`config.mk`:
```
export PLATFORM = sky130hd
export DESIGN_NAME = charlieplex_pwm_scanner
export DESIGN_NICKNAME = d
export VERILOG_FILES = /design/src/rtl/cps_pkg.sv /design/src/rtl/charlieplex_pwm_scanner.sv
export SDC_FILE = /design/constraint.sdc
export NUM_CORES = 1
export LEC_CHECK = 0
export ABC_AREA = 1
export BUFFER_PORTS_ARGS = -buffer_cell sky130_fd_sc_hd__buf_2
export CAP_MARGIN = 10
export CELL_PAD_IN_SITES_DETAIL_PLACEMENT = 1
export CELL_PAD_IN_SITES_GLOBAL_PLACEMENT = 1
export CORE_UTILIZATION = 40
export CTS_CLUSTER_SIZE = 12
export DETAILED_ROUTE_END_ITERATION = 7
export GPL_ROUTABILITY_DRIVEN = 0
export PLACE_DENSITY = 0.81
export SKIP_LAST_GASP = 1
export SYNTH_ARGS = -nofsm -noshare
export SYNTH_HDL_FRONTEND = slang
export SYNTH_SLANG_ARGS = --single-unit
export TNS_END_PERCENT = 20
```
`constraint.sdc`:
```
create_clock -name clock -period 6.74 [get_ports clock]
set_input_delay 1.011 -clock clock [delete_from_list [all_inputs] [get_ports clock]]
set_output_delay 1.011 -clock clock [all_outputs]
set_load 0.005 [all_outputs]
```
`src/rtl/cps_pkg.sv`:
```
// ----------------------------------------------------------------------------
// cps_pkg
// Types and constants shared by the charlieplexed LED PWM scanner.
// ----------------------------------------------------------------------------
package cps_pkg;

   localparam int PIN_W     = 3;
   localparam int PATTERN_W = 42;

   typedef enum logic [2:0] {
      REQ_TICK       = 3'd0,
      REQ_WRITE_BIT  = 3'd1,
      REQ_LOAD_MASK  = 3'd2,
      REQ_START_MUX  = 3'd3,
      REQ_STOP_MUX   = 3'd4,
      REQ_SINGLE_LED = 3'd5
   } req_code_type;

   typedef enum logic [1:0] {
      ST_IDLE,
      ST_SCAN,
      ST_FINISH
   } state_type;

   // register select is paddr[2]
   localparam logic CSR_BRIGHTNESS = 1'b0;
   localparam logic CSR_FAST_PWM   = 1'b1;

   typedef struct packed {
      logic [2:0]           req_type;
      logic [5:0]           led_index;
      logic                 led_on;
      logic [PATTERN_W-1:0] pattern;
   } req_data_type;

   typedef struct packed {
      logic             lit;
      logic [PIN_W-1:0] high_pin;
      logic [PIN_W-1:0] low_pin;
      logic [7:0]       pwm_count;
   } rsp_data_type;

endpackage

```
`src/rtl/charlieplex_pwm_scanner.sv`:
```
// ----------------------------------------------------------------------------
// charlieplex_pwm_scanner
// PWM counter and round-robin LED scanner for a charlieplexed LED array.
// ----------------------------------------------------------------------------
// Usage: commands arrive as transactions on the req_ channel (valid/stall);
// each one yields exactly one result transaction on the rsp_ channel with the
// lit flag, the anode/cathode logical pins and the PWM counter value.
// The user must write brightness and fast PWM mode over the csr_ APB port
// only while idle; the block does not enforce this. Most commands give
// their result in the cycle after acceptance. A tick that wraps the counter
// to zero while multiplexing is on starts a scan that tests one LED position
// per cycle on a single compare/increment unit; ST_FINISH loads its result.
// The block takes one transaction at a time: req_stall stays high during the
// scan and while a finished result cannot be placed in the output register.
// A result held by rsp_stall still lets a new transaction be taken in the
// cycle the receiver takes the held one.
// Reset: counter, scan position, enable mask, selection and lit flag clear,
// brightness returns to 128 and fast mode to off.
// ----------------------------------------------------------------------------
module charlieplex_pwm_scanner
   import cps_pkg::*;
#(
   parameter int PIN_COUNT   = 7,
   parameter int LED_COUNT   = 42,
   parameter int FAST_PERIOD = 64
) (
   input  logic         clock,
   input  logic         reset,

   input  logic         req_valid,
   output logic         req_stall,
   input  req_data_type req_data,

   output logic         rsp_valid,
   input  logic         rsp_stall,
   output rsp_data_type rsp_data,

   input  logic         csr_psel,
   input  logic         csr_penable,
   input  logic         csr_pwrite,
   input  logic [2:0]   csr_paddr,
   input  logic [31:0]  csr_pwdata,
   output logic [31:0]  csr_prdata,
   output logic         csr_pready
);

   localparam int IDX_W = $clog2(LED_COUNT);

   // {has pair, anode, cathode} for one LED number, worked out at elaboration
   function automatic logic [2*PIN_W:0] pair_code(input int idx);
      int k;
      logic [2*PIN_W:0] code;
      k    = 0;
      code = '0;
      for (int a = 0; a < PIN_COUNT - 1; a++) begin
         for (int b = PIN_COUNT - 1; b > a; b--) begin
            if (k == idx) begin
               code = {1'b1, PIN_W'(b), PIN_W'(a)};
            end else if (k + 1 == idx) begin
               code = {1'b1, PIN_W'(a), PIN_W'(b)};
            end
            k = k + 2;
         end
      end
      return code;
   endfunction

   logic             pair_ok [LED_COUNT];
   logic [PIN_W-1:0] pair_an [LED_COUNT];
   logic [PIN_W-1:0] pair_ca [LED_COUNT];

   for (genvar g = 0; g < LED_COUNT; g++) begin : g_pair
      localparam logic [2*PIN_W:0] CODE = pair_code(g);
      assign pair_ok[g] = CODE[2*PIN_W];
      assign pair_an[g] = CODE[2*PIN_W-1:PIN_W];
      assign pair_ca[g] = CODE[PIN_W-1:0];
   end

   state_type             state_ff, state_in;
   logic [7:0]            pwm_ff, pwm_in;
   logic [IDX_W-1:0]      scan_pos_ff, scan_pos_in;
   logic [IDX_W-1:0]      scan_cnt_ff, scan_cnt_in;
   logic [LED_COUNT-1:0]  mask_ff, mask_in;
   logic                  mux_ff, mux_in;
   logic                  sel_valid_ff, sel_valid_in;
   logic [PIN_W-1:0]      sel_an_ff, sel_an_in;
   logic [PIN_W-1:0]      sel_ca_ff, sel_ca_in;
   logic                  lit_ff, lit_in;
   logic [7:0]            bright_ff, bright_in;
   logic                  fast_ff, fast_in;
   logic                  rsp_valid_ff, rsp_valid_in;
   rsp_data_type          rsp_data_ff, rsp_data_in;

   logic                  out_free;
   logic                  accept;
   logic                  load;
   logic [8:0]            tick_sum;
   logic [7:0]            tick_next;
   logic [IDX_W-1:0]      pos_next;
   logic [IDX_W-1:0]      req_idx;
   logic                  req_idx_ok;
   logic                  csr_write;

   assign out_free   = !rsp_valid_ff || !rsp_stall;
   assign req_stall  = !((state_ff == ST_IDLE) && out_free);
   assign accept     = req_valid && !req_stall;
   assign rsp_valid  = rsp_valid_ff;
   assign rsp_data   = rsp_data_ff;

   assign req_idx    = req_data.led_index[IDX_W-1:0];
   assign req_idx_ok = req_data.led_index < 6'(LED_COUNT);

   assign tick_sum   = {1'b0, pwm_ff} + 9'd1;
   assign pos_next   = (scan_pos_ff == IDX_W'(LED_COUNT - 1)) ? '0 : scan_pos_ff + 1'b1;

   always_comb begin
      if (fast_ff && (tick_sum >= 9'(FAST_PERIOD))) begin
         tick_next = '0;
      end else begin
         tick_next = tick_sum[7:0];
      end
   end

   // configuration port
   assign csr_pready = 1'b1;
   assign csr_write  = csr_psel && csr_penable && csr_pwrite;

   always_comb begin
      bright_in = bright_ff;
      fast_in   = fast_ff;
      if (csr_write) begin
         if (csr_paddr[2] == CSR_FAST_PWM) begin
            fast_in = csr_pwdata[0];
         end else begin
            bright_in = csr_pwdata[7:0];
         end
      end
   end

   always_comb begin
      if (csr_paddr[2] == CSR_FAST_PWM) begin
         csr_prdata = {31'd0, fast_ff};
      end else begin
         csr_prdata = {24'd0, bright_ff};
      end
   end

   // sequencer
   always_comb begin
      state_in     = state_ff;
      pwm_in       = pwm_ff;
      scan_pos_in  = scan_pos_ff;
      scan_cnt_in  = scan_cnt_ff;
      mask_in      = mask_ff;
      mux_in       = mux_ff;
      sel_valid_in = sel_valid_ff;
      sel_an_in    = sel_an_ff;
      sel_ca_in    = sel_ca_ff;
      lit_in       = lit_ff;
      rsp_valid_in = rsp_valid_ff && rsp_stall;
      load         = 1'b0;

      unique case (state_ff)
         ST_IDLE: begin
            if (accept) begin
               load = 1'b1;
               unique case (req_data.req_type)
                  REQ_TICK: begin
                     pwm_in = tick_next;
                     if ((tick_next == 8'd0) && mux_ff) begin
                        // wrap with multiplexing on: run the search first
                        lit_in      = 1'b0;
                        scan_cnt_in = '0;
                        state_in    = ST_SCAN;
                        load        = 1'b0;
                     end else if (tick_next < bright_ff) begin
                        lit_in = lit_ff || sel_valid_ff;
                     end else begin
                        lit_in = 1'b0;
                     end
                  end
                  REQ_WRITE_BIT: begin
                     if (req_idx_ok) begin
                        mask_in[req_idx] = req_data.led_on;
                     end
                  end
                  REQ_LOAD_MASK: begin
                     mask_in = LED_COUNT'(req_data.pattern);
                  end
                  REQ_START_MUX: begin
                     mask_in     = LED_COUNT'(req_data.pattern);
                     mux_in      = 1'b1;
                     scan_pos_in = '0;
                  end
                  REQ_STOP_MUX: begin
                     mux_in               = 1'b0;
                     mask_in[scan_pos_ff] = 1'b0;
                  end
                  REQ_SINGLE_LED: begin
                     if (req_idx_ok) begin
                        lit_in = 1'b0;
                        if (req_data.led_on) begin
                           sel_valid_in = pair_ok[req_idx];
                           sel_an_in    = pair_ok[req_idx] ? pair_an[req_idx] : '0;
                           sel_ca_in    = pair_ok[req_idx] ? pair_ca[req_idx] : '0;
                           pwm_in       = '0;
                        end else begin
                           sel_valid_in = 1'b0;
                           sel_an_in    = '0;
                           sel_ca_in    = '0;
                        end
                     end
                  end
                  default: begin
                  end
               endcase
            end
         end
         ST_SCAN: begin
            // one mask position per cycle
            if (mask_ff[scan_pos_ff]) begin
               sel_valid_in = pair_ok[scan_pos_ff];
               sel_an_in    = pair_ok[scan_pos_ff] ? pair_an[scan_pos_ff] : '0;
               sel_ca_in    = pair_ok[scan_pos_ff] ? pair_ca[scan_pos_ff] : '0;
               scan_pos_in  = pos_next;
               state_in     = ST_FINISH;
            end else if (scan_cnt_ff == IDX_W'(LED_COUNT - 1)) begin
               // full lap without a hit, position is back at its start
               sel_valid_in = 1'b0;
               sel_an_in    = '0;
               sel_ca_in    = '0;
               scan_pos_in  = pos_next;
               state_in     = ST_FINISH;
            end else begin
               scan_pos_in = pos_next;
               scan_cnt_in = scan_cnt_ff + 1'b1;
            end
         end
         ST_FINISH: begin
            if (out_free) begin
               lit_in   = (pwm_ff < bright_ff) && sel_valid_ff;
               load     = 1'b1;
               state_in = ST_IDLE;
            end
         end
         default: begin
            state_in = ST_IDLE;
         end
      endcase

      rsp_data_in = rsp_data_ff;
      if (load) begin
         rsp_valid_in          = 1'b1;
         rsp_data_in.lit       = lit_in;
         rsp_data_in.high_pin  = lit_in ? sel_an_in : '0;
         rsp_data_in.low_pin   = lit_in ? sel_ca_in : '0;
         rsp_data_in.pwm_count = pwm_in;
      end
   end

   always_ff @(posedge clock) begin
      if (reset) begin
         state_ff     <= ST_IDLE;
         pwm_ff       <= '0;
         scan_pos_ff  <= '0;
         scan_cnt_ff  <= '0;
         mask_ff      <= '0;
         mux_ff       <= 1'b0;
         sel_valid_ff <= 1'b0;
         sel_an_ff    <= '0;
         sel_ca_ff    <= '0;
         lit_ff       <= 1'b0;
         bright_ff    <= 8'd128;
         fast_ff      <= 1'b0;
         rsp_valid_ff <= 1'b0;
      end else begin
         state_ff     <= state_in;
         pwm_ff       <= pwm_in;
         scan_pos_ff  <= scan_pos_in;
         scan_cnt_ff  <= scan_cnt_in;
         mask_ff      <= mask_in;
         mux_ff       <= mux_in;
         sel_valid_ff <= sel_valid_in;
         sel_an_ff    <= sel_an_in;
         sel_ca_ff    <= sel_ca_in;
         lit_ff       <= lit_in;
         bright_ff    <= bright_in;
         fast_ff      <= fast_in;
         rsp_valid_ff <= rsp_valid_in;
      end
   end

   always_ff @(posedge clock) begin
      rsp_data_ff <= rsp_data_in;
   end

   // checks
   a_scan_pos_range: assert property (@(posedge clock) disable iff (reset)
      scan_pos_ff < IDX_W'(LED_COUNT))
      else $error("scan position out of range");

   a_scan_cnt_range: assert property (@(posedge clock) disable iff (reset)
      (state_ff == ST_SCAN) |-> (scan_cnt_ff < IDX_W'(LED_COUNT)))
      else $error("scan ran past a full lap");

   a_busy_stalls: assert property (@(posedge clock) disable iff (reset)
      (state_ff != ST_IDLE) |-> req_stall)
      else $error("transaction accepted during scan");

   a_lit_needs_sel: assert property (@(posedge clock) disable iff (reset)
      lit_ff |-> sel_valid_ff)
      else $error("lit without a selected led");

   a_scan_no_result: assert property (@(posedge clock) disable iff (reset)
      (state_ff == ST_SCAN) && !rsp_stall |=> !rsp_valid)
      else $error("result produced before scan finished");

endmodule
```
## After elaboration in Yosys (flattened, before gate mapping)

Memory sizes are Yosys's and may differ from the RTL's.
Index checks and enable logic that the tools add are counted.

| word-level totals | value |
|---|---|
| bits in registers | 98 |
| ROM bits | 896 |
| output and inout bits | 50 |
| memories kept | 6 |

Memory list:

| name | words | bits a word | rd ports | clocked after Yosys merged registers in | wr ports | RTL line | RTL |
|---|---|---|---|---|---|---|---|
| (name not given) | 64 | 3 | 1 | 0 | 0 | charlieplex_pwm_scanner.sv:224 | `sel_ca_in = pair_ok[scan_pos_ff] ? pair_ca[scan_pos_ff] : '0;` |
| (name not given) | 64 | 3 | 1 | 0 | 0 | charlieplex_pwm_scanner.sv:223 | `sel_an_in = pair_ok[scan_pos_ff] ? pair_an[scan_pos_ff] : '0;` |
| (name not given) | 64 | 3 | 1 | 0 | 0 | charlieplex_pwm_scanner.sv:205 | `sel_ca_in = pair_ok[req_idx] ? pair_ca[req_idx] : '0;` |
| (name not given) | 64 | 3 | 1 | 0 | 0 | charlieplex_pwm_scanner.sv:204 | `sel_an_in = pair_ok[req_idx] ? pair_an[req_idx] : '0;` |
| (name not given) | 64 | 1 | 1 | 0 | 0 | charlieplex_pwm_scanner.sv:224 |  |
| (name not given) | 64 | 1 | 1 | 0 | 0 | charlieplex_pwm_scanner.sv:205 |  |

| operators by class | value |
|---|---|
| add/sub/neg operators | 3 |
| magnitude comparators | 10 |
| equal/unequal tests | 20 |
| mux-type cells | 84 |
| bitwise operators | 5 |
| reductions and logical operators | 30 |

Operator list:

| cell | count |
|---|---|
| $pmux W42 S3 | 1 |
| $mux W3 | 24 |
| $mux W6 | 8 |
| $mux W8 | 6 |
| $and A42 B42 Y42 | 1 |
| $bwmux W42 | 1 |
| $mux W42 | 1 |
| $not A42 Y42 | 1 |
| $pmux W6 S2 | 2 |
| $mux W1 | 23 |
| $lt A8 B8 Y1 | 2 |
| $pmux W8 S2 | 1 |
| $ge A7 B7 Y1 const B | 2 |
| $lt A6 B7 Y1 const B | 2 |
| $not A6 Y7 | 2 |
| $add A6 B1 Y6 const B | 2 |
| $demux W1 S6 | 2 |
| $eq A6 B6 Y1 const B | 2 |
| $ge A6 B1 Y1 const B | 2 |
| $mux W2 | 6 |
| $ne A2 B2 Y1 const B | 6 |
| $pmux W3 S2 | 2 |
| $logic_and A1 B1 Y1 | 10 |
| $pmux W1 S2 | 5 |
| other kinds (26) | 38 |

## Depth between registers and ports, before layout

Gate-level depths: netlist of run 1.

| logic depth | value |
|---|---|
| word-level depth | 11 |
| gate-level depth with buffers | 19 |
| mapped depth without buffers | 19 |

## Worst setup path after synthesis of run 1

No wires, ideal clock.

| timing | value |
|---|---|
| path type | input to register |
| from | input port req_data[46] (netlist name) |
| to | register rsp_data_ff, in the netlist rsp_data[10] (data pin) |
| arrival | 2,212 ps |
| path slack | 4,275 ps |
| cell stages on the path | 12 |
| buffers on the path | 2 |
| cell sequence | buf_2 -> inv_1 -> nand2_1 -> buf_2 -> o221ai_1 -> nor2_1 -> nand2_1 -> nand2_1 -> a22oi_1 -> nand3_2 -> inv_2 -> nor2_2 |

| on the way | value |
|---|---|
| cells in the longest elaborated chain, start to end | 10 |

Ends and longest elaborated chain:

| element | RTL line | RTL |
|---|---|---|
| start, declared | charlieplex_pwm_scanner.sv:32 | `input req_data_type req_data,` |
| $not A6 Y7 (implied by the code) | charlieplex_pwm_scanner.sv:205 |  |
| $mem_v2 Z64 W3 / $mem_v2 Z64 W1 (equally long branches) | -- |  |
| $mux W3 (implied by the code) / $mux W1 (equally long branches) (2 in a row) | charlieplex_pwm_scanner.sv:205 |  |
| $mux W3 | charlieplex_pwm_scanner.sv:205 |  |
| $mux W3 | charlieplex_pwm_scanner.sv:202 | `if (req_data.led_on) begin` |
| $mux W3 | charlieplex_pwm_scanner.sv:200 | `if (req_idx_ok) begin` |
| $mux W3 | charlieplex_pwm_scanner.sv:167 | `unique case (req_data.req_type)` |
| $mux W3 | charlieplex_pwm_scanner.sv:165 | `if (accept) begin` |
| $pmux W3 S2 | charlieplex_pwm_scanner.sv:163 | `unique case (state_ff)` |
| end signal, assigned | charlieplex_pwm_scanner.sv:294 | `rsp_data_ff <= rsp_data_in;` |
| end, declared | charlieplex_pwm_scanner.sv:92 | `rsp_data_type rsp_data_ff, rsp_data_in;` |

Several ways; a longest one is shown, not always the timed one. The select of a mux whose other input is x is not followed.
A chain may end at the register's enable or synchronous reset.

==> results of run 1 <==
[worst paths after layout]
check             slack (ns)  cells past startpoint                     endpoint                        start
hold reg to reg         0.51                      2  scan_cnt_ff[4]$_SDFFE_PP0P_  scan_cnt_ff[4]$_SDFFE_PP0P_
setup reg to reg        3.62                     13    rsp_data[9]$_SDFFCE_PN0P_  scan_pos_ff[0]$_SDFFE_PP0P_
setup / recovery        3.45                     11                     register                 req_data[49]
hold / removal          0.51                      2  scan_cnt_ff[4]$_SDFFE_PP0P_  scan_cnt_ff[4]$_SDFFE_PP0P_
[final cells by class]
cell class | instances | area (sq um)
inverters | 159 | 609
repair buffers | 98 | 505
flip-flops and latches | 98 | 2110
clock buffers | 10 | 229
multi-input cells | 919 | 4720
fillers | 2616 | 10300
clock inverters | 6 | 50.0
well taps | 260 | 325
[synthesized netlist by cell type (8+ instances only)]
| cell type | number |
|---|---|
| o22ai_1 | 20 |
| ha_1 | 30 |
| a32oi_1 | 8 |
| o211ai_1 | 8 |
| inv_2 | 17 |
| inv_1 | 138 |
| a21oi_1 | 148 |
| nand3_1 | 57 |
| nor2_1 | 170 |
| nand4_1 | 12 |
| a31oi_1 | 10 |
| buf_4 | 25 |
| o21ai_1 | 45 |
| nor2_4 | 8 |
| dfxtp_1 | 83 |
| clkbuf_1 | 22 |
| o21ai_0 | 88 |
| buf_2 | 16 |
| nor2_2 | 14 |
| edfxtp_1 | 15 |
| nand2_2 | 10 |
| nand2_1 | 207 |
[worst min-delay path, stage by stage, from the launching register on]
cell	delay [ns]
dfxtp_1	0.34
nand2_1	0.07
a21oi_1	0.05
[layer usage]
layer	vias to the layer above	global-route usage, %	part of all wire, %
li1	4150	-	-
met1	4162	37.9	45
met2	301	48.0	47
met3	51	4.45	6.2
met4	0	9.68	2.4
met5	-	0	0
[per-stage QoR]
stage,util [%],hold WS (ns),setup slack (ns)
6_report,45.3,0.511,3.45
5_1_grt,45.3,0.528,3.22
4_1_cts,45.3,0.507,3.49
3_5_place_dp,43.8,0.492,3.12
3_3_place_gp,43.8,0.480,3.17
2_1_floorplan,-,0.454,4.27
[cells by family after synthesis]
group,after synthesis
AO/OA/AOI/OAI,354
XOR/XNOR,7
adder cells (fa/ha/maj),30
buffers and inverters,232
flip-flops,98
other,2
AND/OR/NAND/NOR,503
[power by group]
| part | total [mW] | internal (mW) | switching, mW | leakage [nW] |
|---|---|---|---|---|
| registers | 0.629 | 0.614 | 0.0147 | 0.825 |
| clock network | 0.512 | 0.256 | 0.256 | 0.135 |
| logic | 0.213 | 0.0666 | 0.146 | 2.63 |
[cells in the final DEF, fill, tap and decap left out, types with 3 or more instances in the layout]
cell and n:
a21oi_1 148, nor2_4 8, ha_1 30, nand4_1 12, inv_1 138, o22ai_1 20
o21ai_0 88, xor2_1 6, o21ai_2 4, nand2_4 5, a32oi_1 8, a211oi_1 3
o211ai_1 8, a31oi_1 10, edfxtp_1 15, clkbuf_16 9, nand3_2 4, inv_2 17
nor2_2 14, conb_1 25, buf_2 92, a221oi_1 3, dfxtp_1 83, nor2_1 170
nand2_1 207, nand2_2 10, o21ai_1 45, nand3_1 57, buf_4 6, nor3_1 7
o221ai_1 4
==> flow_summary.yaml, run 1 <==
clocking:
  clockBufferDepth: 2
  root_buffer: "clkbuf_16"
  cts_max_level: 3
  cts_resized: 0
  cts_sinks: 98
  postCtsHoldBufs: 0
  worstSkewPairLatency_ns: 0.36
  cts_buffers: 9
  path_clk_slew_ns: 0.08
  cts_setup_buffers: 0
  cts_tree: "yes"
synth:
  synth_cell_types: 56
  synth_largest_area_cell: "dfxtp_1"
  syn_area_per_cell_sq_um: 6.36
  synth_top_cell_area_share_pct: 21.3
  synthMuxAreaShare_pct: 0
  ys_top_cells_by_area: "dfxtp_1 (21%), nand2_1 (10%), a21oi_1 (9.5%)"
  synth_top_family_by_area: "simple AND/OR/NAND/NOR gates"
  synth_edf_count: 15
  synth_fa_ha_area_share_pct: 4.81
  syn_inst: 1226
  synth_area_sq_um: 7800
  synthSimpleGateAreaFrac_pct: 28.7
  synth_ff_type: "dfxtp_1"
  synthArstFlopShare_pct: 0
  yosysSeqAreaShare_pct: 27.1
  yosys_warnings: 0
  synth_compound_area_share_pct: 25.1
  synth_xor_area_share_pct: 0.786
  yosys_register_bits: 98
critical_path:
  cp-end-kind: "register"
  path_cells: "buf_2 -> nor2_1 -> nand2_1 -> inv_2 -> nor2_4 -> inv_2 -> o21ai_2 -> buf_4 -> nor2_1 -> o21ai_0 -> a41oi_1"
  worst-path-buf-inv: 4
  cp-start-kind: "input pin"
  path_delay_family: "buffers and inverters"
  critPathMaxFanout: 42
  required_ns: 7.01
  cp_slowest_stage_delay_ns: 0.67
  crit_type: "input pin to register"
  cp_slowest_cell: "inv_2"
  worst_ep_arrival_time_ns: 3.56
placed_design:
  placed_area_sq_um: 8280
  dp_hpwl_mm: 20.8
  dp_cells: 1534
  place.port_buffers: 92
timing:
  worst-slew-pin-transition_ns: 1.14
  hold_viol_final: 0
  max_clock_freq_mhz: 304
  layout_min_cycle_time_ns: 3.29
  rsz0062_at_grt: "false"
  final.period_utilization_pct: 48.8
  finalMaxSlewViolations: 0
  finalSetupViolations: 0
  slew_headroom_pct: 24.2
  fin_skew_ns: 0.00919
  finalSetupTns_ns: 0
grt:
  gr-usage-all-layers_pct: 28.8
  grt_overflow: 0
  grt_pass1_wl_mm: 45.4
  grt_pass1_vias: 8655
  grt_max_degree: 45
  antenna_found_initial: 0
floorplan:
  die_w_um: 142
  num_rows: 50
  ios: 144
  start_util_pct: 41.3
  die_h_um: 142
  fp.coreArea_sq_um: 18900
  dieArea_sq_um: 20100
drt:
  vias_per_cell: 5.59
  drt_iter0_drc: 566
  finalWirelength_mm: 28.1
  route.detailed.drc: 0
  first_pass_iters: 5
  antenna_left: 0
  wire_per_inst_um: 18.1
  vias: 8664
power_and_ir_drop:
  vdd_drop_max_uv: 116
  cellPowerDensity_nw_per_um2: 158
  power_leakage_nw: 3.59
  p_total_mw: 1.35
layout:
  syn2layout_area_growth_pct: 9.67
  drive_above_1_share_pct: 14.4
  final_area_sq_um: 8560
  layoutNonFillerInstCount: 1550
  antenna_cells: 0
  layout.nets: 1409
job:
  cap_violations: 0
status:
  status: "complete, no violations"
hold_path:
  hold_path.class: "register to register"
No activity file was read; power rests on OpenSTA's default activity.
==> run 2, diff against run 1 <==
==> constraint.sdc (replaced) <==
create_clock -name clock -period 3.1 [get_ports clock]
set_input_delay 0.465 -clock clock [delete_from_list [all_inputs] [get_ports clock]]
set_output_delay 0.465 -clock clock [all_outputs]
set_load 0.005 [all_outputs]
==> run 2 against run 1 <==
Die area is the same; clock-buffer cell count down 1; first-iteration DRC count is 15% lower; critical path type is now register to register; sequential cell count is the same; largest power group unchanged; worst hold slack got worse by 0.17 ns; register-to-register slack lost 3.3 ns; worst setup slack got worse by 3.2 ns; via count about the same.
==> flow_summary.yaml, run 2 (synthesis gave the netlist of run 1 again) <==
status:
  status: "complete, no violations"
timing:
  slew_headroom_pct: 52.7
  final.period_utilization_pct: 90.3
  hold_viol_final: 0
  worst-slew-pin-transition_ns: 0.707
  fin_skew_ns: 0.0130
  whs_ns: 0.336
  finalSetupViolations: 0
  rsz0062_at_grt: "false"
  max_clock_freq_mhz: 357
  finalSetupTns_ns: 0
  finalMaxSlewViolations: 0
  layout_min_cycle_time_ns: 2.80
drt:
  route.detailed.drc: 0
  antenna_left: 0
  vias: 8662
  vias_per_cell: 5.53
  wire_per_inst_um: 17.7
  drt_iter0_drc: 483
  first_pass_iters: 5
  finalWirelength_mm: 27.8
hold_path:
  hold_path.class: "input pin to register"
  worstHoldEndpoint: "bright_ff[7]$_SDFFE_PP1P_"
  min_path_cells: 3
  worstHoldStart: "csr_pwdata[7]"
floorplan:
  die_w_um: 142
  ios: 144
  die_h_um: 142
  dieArea_sq_um: 20100
  start_util_pct: 41.3
  fp.coreArea_sq_um: 18900
  num_rows: 50
clocking:
  cts_buffers: 9
  clockBufferDepth: 2
  cts_tree: "yes"
  cts_setup_buffers: 0
  cts_sinks: 98
  path_clk_slew_ns: 0.08
  postCtsHoldBufs: 0
  root_buffer: "clkbuf_16"
  cts_resized: 0
  worstSkewPairLatency_ns: 0.37
  cts_max_level: 3
layout:
  antenna_cells: 0
  fill_cells: 2620
  syn2layout_area_growth_pct: 11.8
  mostFrequentLayoutCell: "nand2_1"
  drive_above_1_share_pct: 15.6
  final_cell_mix: "nand2_1 (207), nor2_1 (170), a21oi_1 (148)"
  layoutNonFillerInstCount: 1567
  layout.nets: 1426
power_and_ir_drop:
  vdd_drop_max_uv: 252
  p_total_mw: 2.99
  cellPowerDensity_nw_per_um2: 343
  power_leakage_nw: 3.69
grt:
  grt_pass1_vias: 8657
  grt_overflow: 0
  gr-usage-all-layers_pct: 28.2
  grt_pass1_wl_mm: 44.9
  antenna_found_initial: 0
  grt_max_degree: 44
critical_path:
  r2r-end: "rsp_data[13]$_SDFFCE_PN0P_"
  cp_common_cell: "nand2_1"
  cp-end-kind: "register"
  worstRegToRegCells: 16
  critPathMaxFanout: 9
  reg2reg_from: "pwm_ff[1]$_SDFF_PP0_"
  worst_ep_arrival_time_ns: 3.02
  path_delay_family: "simple AND/OR/NAND/NOR gates"
  cp_slowest_stage_delay_ns: 0.43
  required_ns: 3.32
  cp_slowest_cell: "dfxtp_1"
  cp-start-kind: "register"
  r2r_slack_ns: 0.30
  crit_type: "register to register"
  path_cells: "ha_1 -> nand2_1 -> o21bai_1 -> nand2_1 -> nand3_2 -> nand2_4 -> nand2_1 -> inv_1 -> ha_1 -> a211oi_1 -> nand4_1 -> nor2_1 -> nand2_1 -> nand2_1 -> nand2_4 -> nor2_1"
  worst-path-buf-inv: 1
job:
  cap_violations: 0
placed_design:
  place.port_buffers: 92
  dp_hpwl_mm: 20.8
  dp_cells: 1551
[run 2: worst max path at each step]
stage	to	slack [ns]	cells past startpoint	startpoint
finish	rsp_data[13]$_SDFFCE_PN0P_	0.30	16	pwm_ff[1]$_SDFF_PP0_
global route	rsp_data[13]$_SDFFCE_PN0P_	0.08	16	pwm_ff[1]$_SDFF_PP0_
CTS	rsp_data[9]$_SDFFCE_PN0P_	0.30	16	pwm_ff[1]$_SDFF_PP0_
detailed placement	rsp_data[9]$_SDFFCE_PN0P_	0.35	16	pwm_ff[1]$_SDFF_PP0_
global placement	rsp_data[13]$_SDFFCE_PN0P_	0.53	16	pwm_ff[1]$_SDFF_PP0_
floorplan	rsp_data[13]$_SDFFCE_PN0P_	0.76	16	pwm_ff[1]$_SDFF_PP0_
[run 2: tightest hold or removal path: stages]
cell and delay [ns]:
buf_2 0.08, a21oi_1 0.05, o21ai_0 0.07
[run 2: metrics by stage]
stage / instance area [sq um] / setup WS (ns) / utilization (%)
after floorplan: 7890 / 0.762 / -
after global placement: 8430 / 0.527 / 44.6
after detailed placement: 8430 / 0.354 / 44.6
after CTS: 8720 / 0.304 / 46.2
after global routing: 8720 / 0.0792 / 46.2
final: 8720 / 0.299 / 46.2
[run 2: area by class of cell]
cell class	count	area, sq um	share of cell area [%]
sequential	98	2110	24.2
multi-input combinational	919	4720	54.2
timing repair buffer	115	658	7.54
clock buffer	9	225	2.58
inverter	159	609	6.98
clock inverter	7	70.1	0.803
tap	260	325	3.73
[run 2: routing by layer]
layer  vias to the layer above  global-route usage (%)  routed length, um
li1                       4189                       -                  -
met1                      4151                    36.4              12600
met2                       258                    47.5              12900
met3                        64                    4.18               1400
met4                         0                    10.4                818
met5                         -                       0                  0
[run 2: power breakdown]
part	switching, mW	internal [mW]
clock network	0.589	0.569
logic	0.314	0.153
registers	0.0332	1.33
total	0.935	2.06
